`config.mk`:
```
export PLATFORM = sky130hd
export DESIGN_NAME = radius_neighbor_pair_finder_unit
export DESIGN_NICKNAME = d
export VERILOG_FILES = /design/src/design/rnpf_pkg.sv /design/src/design/rnpf_datapath.sv /design/src/design/rnpf_ctrl.sv /design/src/design/radius_neighbor_pair_finder_unit.sv
export SDC_FILE = /design/constraint.sdc
export NUM_CORES = 2
export LEC_CHECK = 0
export BUFFER_PORTS_ARGS = -buffer_cell sky130_fd_sc_hd__buf_2
export CAP_MARGIN = 10
export CORE_ASPECT_RATIO = 0.9
export CORE_MARGIN = 2
export CORE_UTILIZATION = 50
export CTS_CLUSTER_SIZE = 10
export DETAILED_ROUTE_END_ITERATION = 6
export PLACE_DENSITY = 0.65
export SYNTH_ARGS = -nofsm -noshare
export SYNTH_HDL_FRONTEND = slang
export SYNTH_SLANG_ARGS = --single-unit
export TNS_END_PERCENT = 50
```
`constraint.sdc`:
```
create_clock -name i_clk -period 11 [get_ports i_clk]
set_input_delay 1.1 -clock i_clk [delete_from_list [all_inputs] [get_ports i_clk]]
set_output_delay 1.1 -clock i_clk [all_outputs]
set_load 0.01 [all_outputs]
```
`src/design/rnpf_pkg.sv`:
```
// Package for the radius neighbor pair finder.
// Holds field widths, default parameters and the controller/datapath interface structs.
// No dependencies.
package rnpf_pkg;

    localparam int COORD_W        = 16;  // Q0.16 coordinate width
    localparam int IDX_OUT_W      = 6;   // index field width on the result stream
    localparam int DIST_W         = 33;  // squared distance / radius width
    localparam int SQ_W           = 2 * COORD_W;
    localparam int IN_TDATA_W     = 32;  // x, y
    localparam int OUT_TDATA_W    = 48;  // older, newer, dist_sq, zero fill
    localparam int DEF_MAX_POINTS = 64;

    // controller -> datapath commands
    typedef struct packed {
        logic load;      // capture new point and its index
        logic rd_en;     // read one stored point into the compare pipe
        logic flush_wr;  // release pending pair as last, store new point
        logic ovf;       // emit the overflow result
    } t_dp_cmd;

    // datapath -> controller status
    typedef struct packed {
        logic adv;        // result side can take a result this cycle
        logic pipe_busy;  // compare pipe holds an entry
    } t_dp_stat;

endpackage

```
`src/design/rnpf_datapath.sv`:
```
// Datapath of the radius neighbor pair finder: point memory, distance pipe,
// pending-pair hold register, result register and radius register.
// Depends on rnpf_pkg.
module rnpf_datapath #(
    parameter int MAX_POINTS = rnpf_pkg::DEF_MAX_POINTS,
    parameter int IDX_W      = $clog2(MAX_POINTS)
) (
    input  logic                        i_clk,
    input  logic                        i_rst_n,
    input  logic                        i_cfg_we,
    input  logic [rnpf_pkg::DIST_W-1:0] i_cfg_data,
    input  logic [rnpf_pkg::COORD_W-1:0] i_x,
    input  logic [rnpf_pkg::COORD_W-1:0] i_y,
    input  logic [IDX_W-1:0]            i_addr,
    input  rnpf_pkg::t_dp_cmd           i_cmd,
    output rnpf_pkg::t_dp_stat          o_stat,
    output logic                        o_m_valid,
    input  logic                        i_m_ready,
    output logic [rnpf_pkg::IDX_OUT_W-1:0] o_older,
    output logic [rnpf_pkg::IDX_OUT_W-1:0] o_newer,
    output logic [rnpf_pkg::DIST_W-1:0] o_dist,
    output logic                        o_last,
    output logic                        o_ovf
);

    localparam int CW = rnpf_pkg::COORD_W;
    localparam int SW = rnpf_pkg::SQ_W;
    localparam int DW = rnpf_pkg::DIST_W;
    localparam int OW = rnpf_pkg::IDX_OUT_W;

    logic [2*CW-1:0] r_mem [MAX_POINTS];
    logic [2*CW-1:0] r_rd;

    logic [DW-1:0]    r_radius;
    logic [CW-1:0]    r_new_x, r_new_y;
    logic [IDX_W-1:0] r_new_idx;

    logic             r_s1_v, r_s2_v, r_s3_v;
    logic [IDX_W-1:0] r_s1_idx, r_s2_idx, r_s3_idx;
    logic [CW-1:0]    r_dx, r_dy;
    logic [SW-1:0]    r_sx, r_sy;

    logic             r_pend_v;
    logic [IDX_W-1:0] r_pend_idx;
    logic [DW-1:0]    r_pend_dist;

    logic             r_out_v;
    logic [OW-1:0]    r_o_older, r_o_newer;
    logic [DW-1:0]    r_o_dist;
    logic             r_o_last, r_o_ovf;

    logic             adv;
    logic [CW-1:0]    rd_x, rd_y, n_dx, n_dy;
    logic [DW-1:0]    sum;
    logic             match;

    assign adv   = !r_out_v || i_m_ready;
    assign rd_x  = r_rd[CW-1:0];
    assign rd_y  = r_rd[2*CW-1:CW];
    assign n_dx  = (r_new_x >= rd_x) ? (r_new_x - rd_x) : (rd_x - r_new_x);
    assign n_dy  = (r_new_y >= rd_y) ? (r_new_y - rd_y) : (rd_y - r_new_y);
    assign sum   = DW'(r_sx) + DW'(r_sy);
    assign match = r_s3_v && (sum <= r_radius);

    assign o_stat.adv       = adv;
    assign o_stat.pipe_busy = r_s1_v || r_s2_v || r_s3_v;

    // point memory, registered read
    always_ff @(posedge i_clk) begin
        if (i_cmd.flush_wr) begin
            r_mem[r_new_idx] <= {r_new_y, r_new_x};
        end
        if (adv && i_cmd.rd_en) begin
            r_rd <= r_mem[i_addr];
        end
    end

    // control state
    always_ff @(posedge i_clk) begin
        if (!i_rst_n) begin
            r_radius <= '0;
            r_s1_v   <= 1'b0;
            r_s2_v   <= 1'b0;
            r_s3_v   <= 1'b0;
            r_pend_v <= 1'b0;
            r_out_v  <= 1'b0;
        end else begin
            if (i_cfg_we) begin
                r_radius <= i_cfg_data;
            end
            if (adv && (i_cmd.ovf || ((i_cmd.flush_wr || match) && r_pend_v))) begin
                r_out_v <= 1'b1;
            end else if (i_m_ready) begin
                r_out_v <= 1'b0;
            end
            if (adv) begin
                r_s1_v <= i_cmd.rd_en;
                r_s2_v <= r_s1_v;
                r_s3_v <= r_s2_v;
                // a new match replaces the pending pair; the drain releases it
                if (match) begin
                    r_pend_v <= 1'b1;
                end else if (i_cmd.flush_wr) begin
                    r_pend_v <= 1'b0;
                end
            end
        end
    end

    // payload
    always_ff @(posedge i_clk) begin
        if (i_cmd.load) begin
            r_new_x   <= i_x;
            r_new_y   <= i_y;
            r_new_idx <= i_addr;
        end
        if (adv) begin
            r_s1_idx <= i_addr;
            r_s2_idx <= r_s1_idx;
            r_s3_idx <= r_s2_idx;
            r_dx     <= n_dx;
            r_dy     <= n_dy;
            r_sx     <= SW'(r_dx * r_dx);
            r_sy     <= SW'(r_dy * r_dy);
            if (i_cmd.ovf) begin
                r_o_older <= '0;
                r_o_newer <= '0;
                r_o_dist  <= '0;
                r_o_last  <= 1'b1;
                r_o_ovf   <= 1'b1;
            end else if ((i_cmd.flush_wr || match) && r_pend_v) begin
                r_o_older <= OW'(r_pend_idx);
                r_o_newer <= OW'(r_new_idx);
                r_o_dist  <= r_pend_dist;
                r_o_last  <= i_cmd.flush_wr;
                r_o_ovf   <= 1'b0;
            end
            if (match) begin
                r_pend_idx  <= r_s3_idx;
                r_pend_dist <= sum;
            end
        end
    end

    assign o_m_valid = r_out_v;
    assign o_older   = r_o_older;
    assign o_newer   = r_o_newer;
    assign o_dist    = r_o_dist;
    assign o_last    = r_o_last;
    assign o_ovf     = r_o_ovf;

endmodule

```
`src/design/rnpf_ctrl.sv`:
```
// Controller of the radius neighbor pair finder: point count, scan index and
// the sequencing of load, scan, drain/store and overflow.
// Depends on rnpf_pkg.
module rnpf_ctrl #(
    parameter int MAX_POINTS = rnpf_pkg::DEF_MAX_POINTS,
    parameter int IDX_W      = $clog2(MAX_POINTS),
    parameter int CNT_W      = $clog2(MAX_POINTS + 1)
) (
    input  logic               i_clk,
    input  logic               i_rst_n,
    input  logic               i_s_valid,
    input  logic               i_new_cloud,
    output logic               o_s_ready,
    input  rnpf_pkg::t_dp_stat i_stat,
    output rnpf_pkg::t_dp_cmd  o_cmd,
    output logic [IDX_W-1:0]   o_addr
);

    localparam logic [1:0] S_IDLE  = 2'd0;
    localparam logic [1:0] S_SCAN  = 2'd1;
    localparam logic [1:0] S_DRAIN = 2'd2;
    localparam logic [1:0] S_OVF   = 2'd3;

    logic [1:0]       r_state, n_state;
    logic [CNT_W-1:0] r_count, n_count;
    logic [CNT_W-1:0] r_idx, n_idx;
    logic [CNT_W-1:0] cnt_eff;

    assign cnt_eff   = i_new_cloud ? '0 : r_count;
    assign o_s_ready = (r_state == S_IDLE);

    always_comb begin
        n_state = r_state;
        n_count = r_count;
        n_idx   = r_idx;
        o_cmd   = '0;
        o_addr  = r_idx[IDX_W-1:0];
        case (r_state)
            S_IDLE: begin
                if (i_s_valid) begin
                    n_count = cnt_eff;
                    if (cnt_eff >= CNT_W'(MAX_POINTS)) begin
                        n_state = S_OVF;
                    end else begin
                        o_cmd.load = 1'b1;
                        o_addr     = cnt_eff[IDX_W-1:0];
                        n_idx      = '0;
                        n_state    = (cnt_eff == '0) ? S_DRAIN : S_SCAN;
                    end
                end
            end
            S_SCAN: begin
                if (i_stat.adv) begin
                    o_cmd.rd_en = 1'b1;
                    n_idx       = r_idx + 1'b1;
                    if (r_idx + 1'b1 == r_count) begin
                        n_state = S_DRAIN;
                    end
                end
            end
            S_DRAIN: begin
                if (i_stat.adv && !i_stat.pipe_busy) begin
                    o_cmd.flush_wr = 1'b1;
                    n_count        = r_count + 1'b1;
                    n_state        = S_IDLE;
                end
            end
            S_OVF: begin
                if (i_stat.adv) begin
                    o_cmd.ovf = 1'b1;
                    n_state   = S_IDLE;
                end
            end
            default: begin
                n_state = S_IDLE;
            end
        endcase
    end

    always_ff @(posedge i_clk) begin
        if (!i_rst_n) begin
            r_state <= S_IDLE;
            r_count <= '0;
            r_idx   <= '0;
        end else begin
            r_state <= n_state;
            r_count <= n_count;
            r_idx   <= n_idx;
        end
    end

    // no compare in flight once back in idle
    a_idle_pipe_empty: assert property (@(posedge i_clk) disable iff (!i_rst_n)
        (r_state == S_IDLE) |-> !i_stat.pipe_busy)
        else $error("compare pipe busy in idle");

    a_count_bound: assert property (@(posedge i_clk) disable iff (!i_rst_n)
        r_count <= CNT_W'(MAX_POINTS))
        else $error("point count beyond store depth");

    // reads only touch written entries of the current cloud
    a_read_in_range: assert property (@(posedge i_clk) disable iff (!i_rst_n)
        o_cmd.rd_en |-> (r_idx < r_count))
        else $error("read of unwritten entry");

endmodule

```
`src/design/radius_neighbor_pair_finder_unit.sv`:
```
// Top level of the radius neighbor pair finder.
// Instantiates rnpf_ctrl and rnpf_datapath; depends on rnpf_pkg.
//
// Each input transaction is one 2-D point (unsigned Q0.16 x and y). The point
// is compared with every point stored for the current cloud, one stored point
// per cycle, and for each one whose squared distance is at most radius_sq a
// result transaction carries (older index, newer index, squared distance), in
// ascending older index, tlast on the final one. A point with no neighbor
// gives no result. tuser on input starts a new cloud (store emptied first).
// A point arriving with the store full is dropped and gives a single result
// with tuser (overflow) and tlast set and all data zero. A new point is
// accepted only once the previous one is through. The single memory read
// port feeds the compare pipe (read, difference, square, add and compare),
// and the final store write follows the scan; the first point of a cloud
// and a dropped point skip the scan. Result back-pressure stalls the pipe.
// radius_sq is written through the cfg channel while the block is idle.
module radius_neighbor_pair_finder_unit #(
    parameter int MAX_POINTS = rnpf_pkg::DEF_MAX_POINTS
) (
    input  logic                              i_clk,
    input  logic                              i_rst_n,
    // configuration: radius_sq
    input  logic                              i_cfg_valid,
    output logic                              o_cfg_ready,
    input  logic [rnpf_pkg::DIST_W-1:0]       i_cfg_data,
    // point stream
    input  logic                              i_s_tvalid,
    output logic                              o_s_tready,
    input  logic [rnpf_pkg::IN_TDATA_W-1:0]   i_s_tdata,  // x_coord[15:0], y_coord[31:16]
    input  logic                              i_s_tuser,  // new_cloud
    // pair stream
    output logic                              o_m_tvalid,
    input  logic                              i_m_tready,
    output logic [rnpf_pkg::OUT_TDATA_W-1:0]  o_m_tdata,  // older[5:0], newer[11:6],
                                                          // dist_sq[44:12], zero[47:45]
    output logic                              o_m_tlast,
    output logic                              o_m_tuser   // overflow
);

    localparam int IDX_W = $clog2(MAX_POINTS);
    localparam int CW    = rnpf_pkg::COORD_W;
    localparam int OW    = rnpf_pkg::IDX_OUT_W;
    localparam int DW    = rnpf_pkg::DIST_W;
    localparam int PAD_W = rnpf_pkg::OUT_TDATA_W - 2 * OW - DW;

    rnpf_pkg::t_dp_cmd  cmd;
    rnpf_pkg::t_dp_stat stat;
    logic [IDX_W-1:0]   addr;
    logic [OW-1:0]      older, newer;
    logic [DW-1:0]      pair_dist;

    // register always takes a write; the user must write it only while the block is idle, the block does not enforce it
    assign o_cfg_ready = 1'b1;

    rnpf_ctrl #(
        .MAX_POINTS (MAX_POINTS)
    ) u_ctrl (
        .i_clk       (i_clk),
        .i_rst_n     (i_rst_n),
        .i_s_valid   (i_s_tvalid),
        .i_new_cloud (i_s_tuser),
        .o_s_ready   (o_s_tready),
        .i_stat      (stat),
        .o_cmd       (cmd),
        .o_addr      (addr)
    );

    rnpf_datapath #(
        .MAX_POINTS (MAX_POINTS)
    ) u_dp (
        .i_clk      (i_clk),
        .i_rst_n    (i_rst_n),
        .i_cfg_we   (i_cfg_valid),
        .i_cfg_data (i_cfg_data),
        .i_x        (i_s_tdata[CW-1:0]),
        .i_y        (i_s_tdata[2*CW-1:CW]),
        .i_addr     (addr),
        .i_cmd      (cmd),
        .o_stat     (stat),
        .o_m_valid  (o_m_tvalid),
        .i_m_ready  (i_m_tready),
        .o_older    (older),
        .o_newer    (newer),
        .o_dist     (pair_dist),
        .o_last     (o_m_tlast),
        .o_ovf      (o_m_tuser)
    );

    assign o_m_tdata = {{PAD_W{1'b0}}, pair_dist, newer, older};

endmodule
```
==> results by group <==
Global routing
  • Global routing's busiest layer: met2
  • Largest net degree at the start of global routing: 147
  • M1 GR Usage: 0.414
  • All-Layer GR Usage: 0.300
  • Total grt overflow: 0
  • Number of antenna violations at the first check in global routing: 21
  • Global-route wire length before repair: 493000 microns
  • Met3 usage: 0.0748
  • Met2 usage: 0.450
  • Vias in the first global route: 71171

Placed design
  • RD Place Congestion: 0.878
  • Sum of net half-perimeters after detailed placement: 200000 microns
  • Placed Cells: 11428
  • IO buf count: 119

Outcome
  • Status: complete, no violations

CTS
  • Hold buffers post-CTS: 0
  • CTS tree: yes
  • Setup Fix Bufs, Post-CTS: 0
  • Max clock buf depth: 4
  • CTS sink count: 2370
  • H-tree depth: 5
  • Reg clk slew, reported paths: 0.06 ns
  • # resized after CTS: 0
  • Root buffer cell: clkbuf_16
  • CTS Buf Count: 291
  • Later-pin clock latency in the skew report: 0.94 ns

Synth
  • Post-synth EDFFs: 2316
  • Prevailing post-synth register cell: edfxtp_1
  • Seq/Total Area, Yosys: 0.635
  • Async SR Flop Fraction: 0
  • Synth Cell Area: 111000 sq um
  • Unique cell type count in the Yosys netlist: 96
  • Syn Area/Cell: 12.8 sq um
  • Yosys warns: 0
  • #FFs+latches synth: 2370
  • Mapped Cells: 8659

Timing
  • Layout Skew: 0.0776 ns
  • Peak Freq: 0.139 GHz
  • Final setup violation count: 0
  • Worst-Margin Slew: 1.36 ns
  • Final Hold Viols: 0
  • Final period util: 0.652
  • Slew Limit Fails: 0
  • RSZ-0062 raised after global routing: false
  • Minimum clock period: 7.17 ns
  • Sum Neg Setup Slack: 0 ns
  • Slew HR: 0.0961

Worst hold path
  • Hold Path Stages: 1
  • Worst min path class: input pin to flop
  • Hold endpoint: u_dp.r_new_y[0]
  • Hold Startpoint: i_s_tdata[16]

Worst setup path
  • RR Startpoint: u_dp.r_dx[7]
  • Worst R2R End: u_dp.r_sx[30]
  • Crit path arrival time: 7.80 ns
  • CP Capture Type: flop
  • Worst Path Required: 11.62 ns
  • R2r setup slk: 3.83 ns
  • Critical Path Start: u_dp.r_dx[7]
  • FF-to-FF path depth: 20
  • CP max FO: 14
  • Crit path launch type: flop
  • Critical path class: flop to flop

Drt
  • Iter 0 DRT Violations: 10562
  • Drt wl/cell: 29.0 microns
  • Routed Antenna Nets: 0
  • Routed WL: 342000 microns
  • DR vias: 73215
  • DRT Pass-1 Iters: 6
  • Via density: 6.22
  • Remaining DRCs: 0

Cells and area
  • Area of the multi-input gates: 36700 sq um
  • Storage element area: 70600 sq um
  • Final Non-Filler Cells: 11779
  • Most frequent cells in the layout: edfxtp_1, nand2_1, inv_1, nand3_1, a21oi_1
  • Commonest non-fill, non-tap cell in the layout: edfxtp_1
  • Fill cell count: 17863
  • Synth-to-Final Area Change: 10.8%
  • Layout cells sized above 1: 0.0867
  • Nets: 9547

Die
  • DIE HEIGHT: 451 microns
  • I/O pin count: 124
  • Die width: 501 microns
  • Row count: 164
  • DIE AREA: 226000 sq um
  • Starting Density: 0.502
  • Core area: 221000 sq um

Run
  • Max_cap viols: 0
## metrics by stage
stage / worst slack [ns] / area, sq um / hold WS (ns) / utilization
2_1_floorplan: 3.63 / 111000 / 0.400 / -
4_1_cts: 3.83 / 123000 / 0.311 / 0.556
3_5_place_dp: 3.88 / 115000 / 0.411 / 0.521
6_report: 3.83 / 123000 / 0.360 / 0.556
3_3_place_gp: 3.95 / 115000 / 0.404 / 0.521
5_1_grt: 3.53 / 123000 / 0.331 / 0.556
## sequential cells by signal, summed over array words and instances, names as in the netlist, 7 cells and up
signal and cells:
u_dp.r_mem 2048, u_dp.o_dist 33, u_dp.r_pend_dist 33, u_dp.r_radius 33, u_dp.r_rd 32, u_dp.r_sx 31
u_dp.r_sy 31, u_dp.r_dx 16, u_dp.r_dy 16, u_dp.r_new_x 16, u_dp.r_new_y 16, u_ctrl.r_count 7
u_ctrl.r_idx 7
## worst max-delay path, cell delays in order, from the launching register on
cell and delay [ns]:
edfxtp_1 0.76, inv_1 0.22, nor2_1 0.29, fa_1 0.47, fa_1 0.58, fa_1 0.46, fa_1 0.42, fa_1 0.53
inv_1 0.07, fa_1 0.51, inv_1 0.05, ha_1 0.37, a21o_1 0.23, a2111oi_1 0.38, a21oi_1 0.18, a221oi_2 0.35
o22ai_1 0.16, or4_1 0.44, a31o_1 0.23, a21oi_1 0.17, xnor2_1 0.07
## cell usage after synthesis, drive strengths merged (51+ instances only)
library cell,count,area share
a21o,83,0.0056
a21oi,404,0.018
a31oi,104,0.0059
and2,141,0.0079
and3,84,0.0047
buf,317,0.016
clkbuf,142,0.0048
dfxtp,54,0.0097
edfxtp,2316,0.63
fa,332,0.060
ha,327,0.037
inv,569,0.019
mux2i,348,0.031
nand2,1669,0.056
nand3,532,0.024
nand4,51,0.0029
nor2,243,0.0082
nor3,99,0.0045
o21ai,137,0.0063
o221ai,115,0.0091
o22ai,58,0.0033
xnor2,97,0.0076
## layout make-up
class,count,share of cell area
Antenna cell,8,0.000163
Multi-Input combinational cell,5261,0.298
Clock inverter,14,0.000894
Timing Repair Buffer,322,0.0183
Sequential cell,2370,0.573
Clock buffer,328,0.0617
Inverter,571,0.0178
Tap cell,2905,0.0295
## kinds of logic (layout without fill, tap and decap cells)
group,after synthesis,after routing,share of synthesized area
buf+inv,1030,1235,0.0404
flops,2370,2370,0.635
fa+ha+maj,659,659,0.0966
compound gates,1156,1156,0.0679
xor+xnor,138,138,0.0109
mux,358,358,0.0325
simple gates,2946,2946,0.116
other cells,2,12,0.0000676
## worst max path at each step
| stage | end | slack, ns |
|---|---|---|
| floorplan | u_dp.o_dist[0] | 3.63 |
| global placement | u_dp.r_sx[30] | 3.95 |
| detailed placement | u_dp.r_sx[30] | 3.88 |
| CTS | u_dp.r_sx[30] | 3.83 |
| global route | u_dp.r_sx[30] | 3.53 |
| finish | u_dp.r_sx[30] | 3.83 |
## layer usage
layer / part of all wire / vias up / wire, microns
met5: 0.00020 / - / 69
met4: 0.051 / 10 / 17300
met3: 0.12 / 738 / 41500
met2: 0.44 / 4445 / 150000
met1: 0.39 / 36681 / 133000
li1: - / 31341 / -
Power is not shown: default switching activity piles up to over one toggle a cycle in this logic, so the estimate is an artifact.
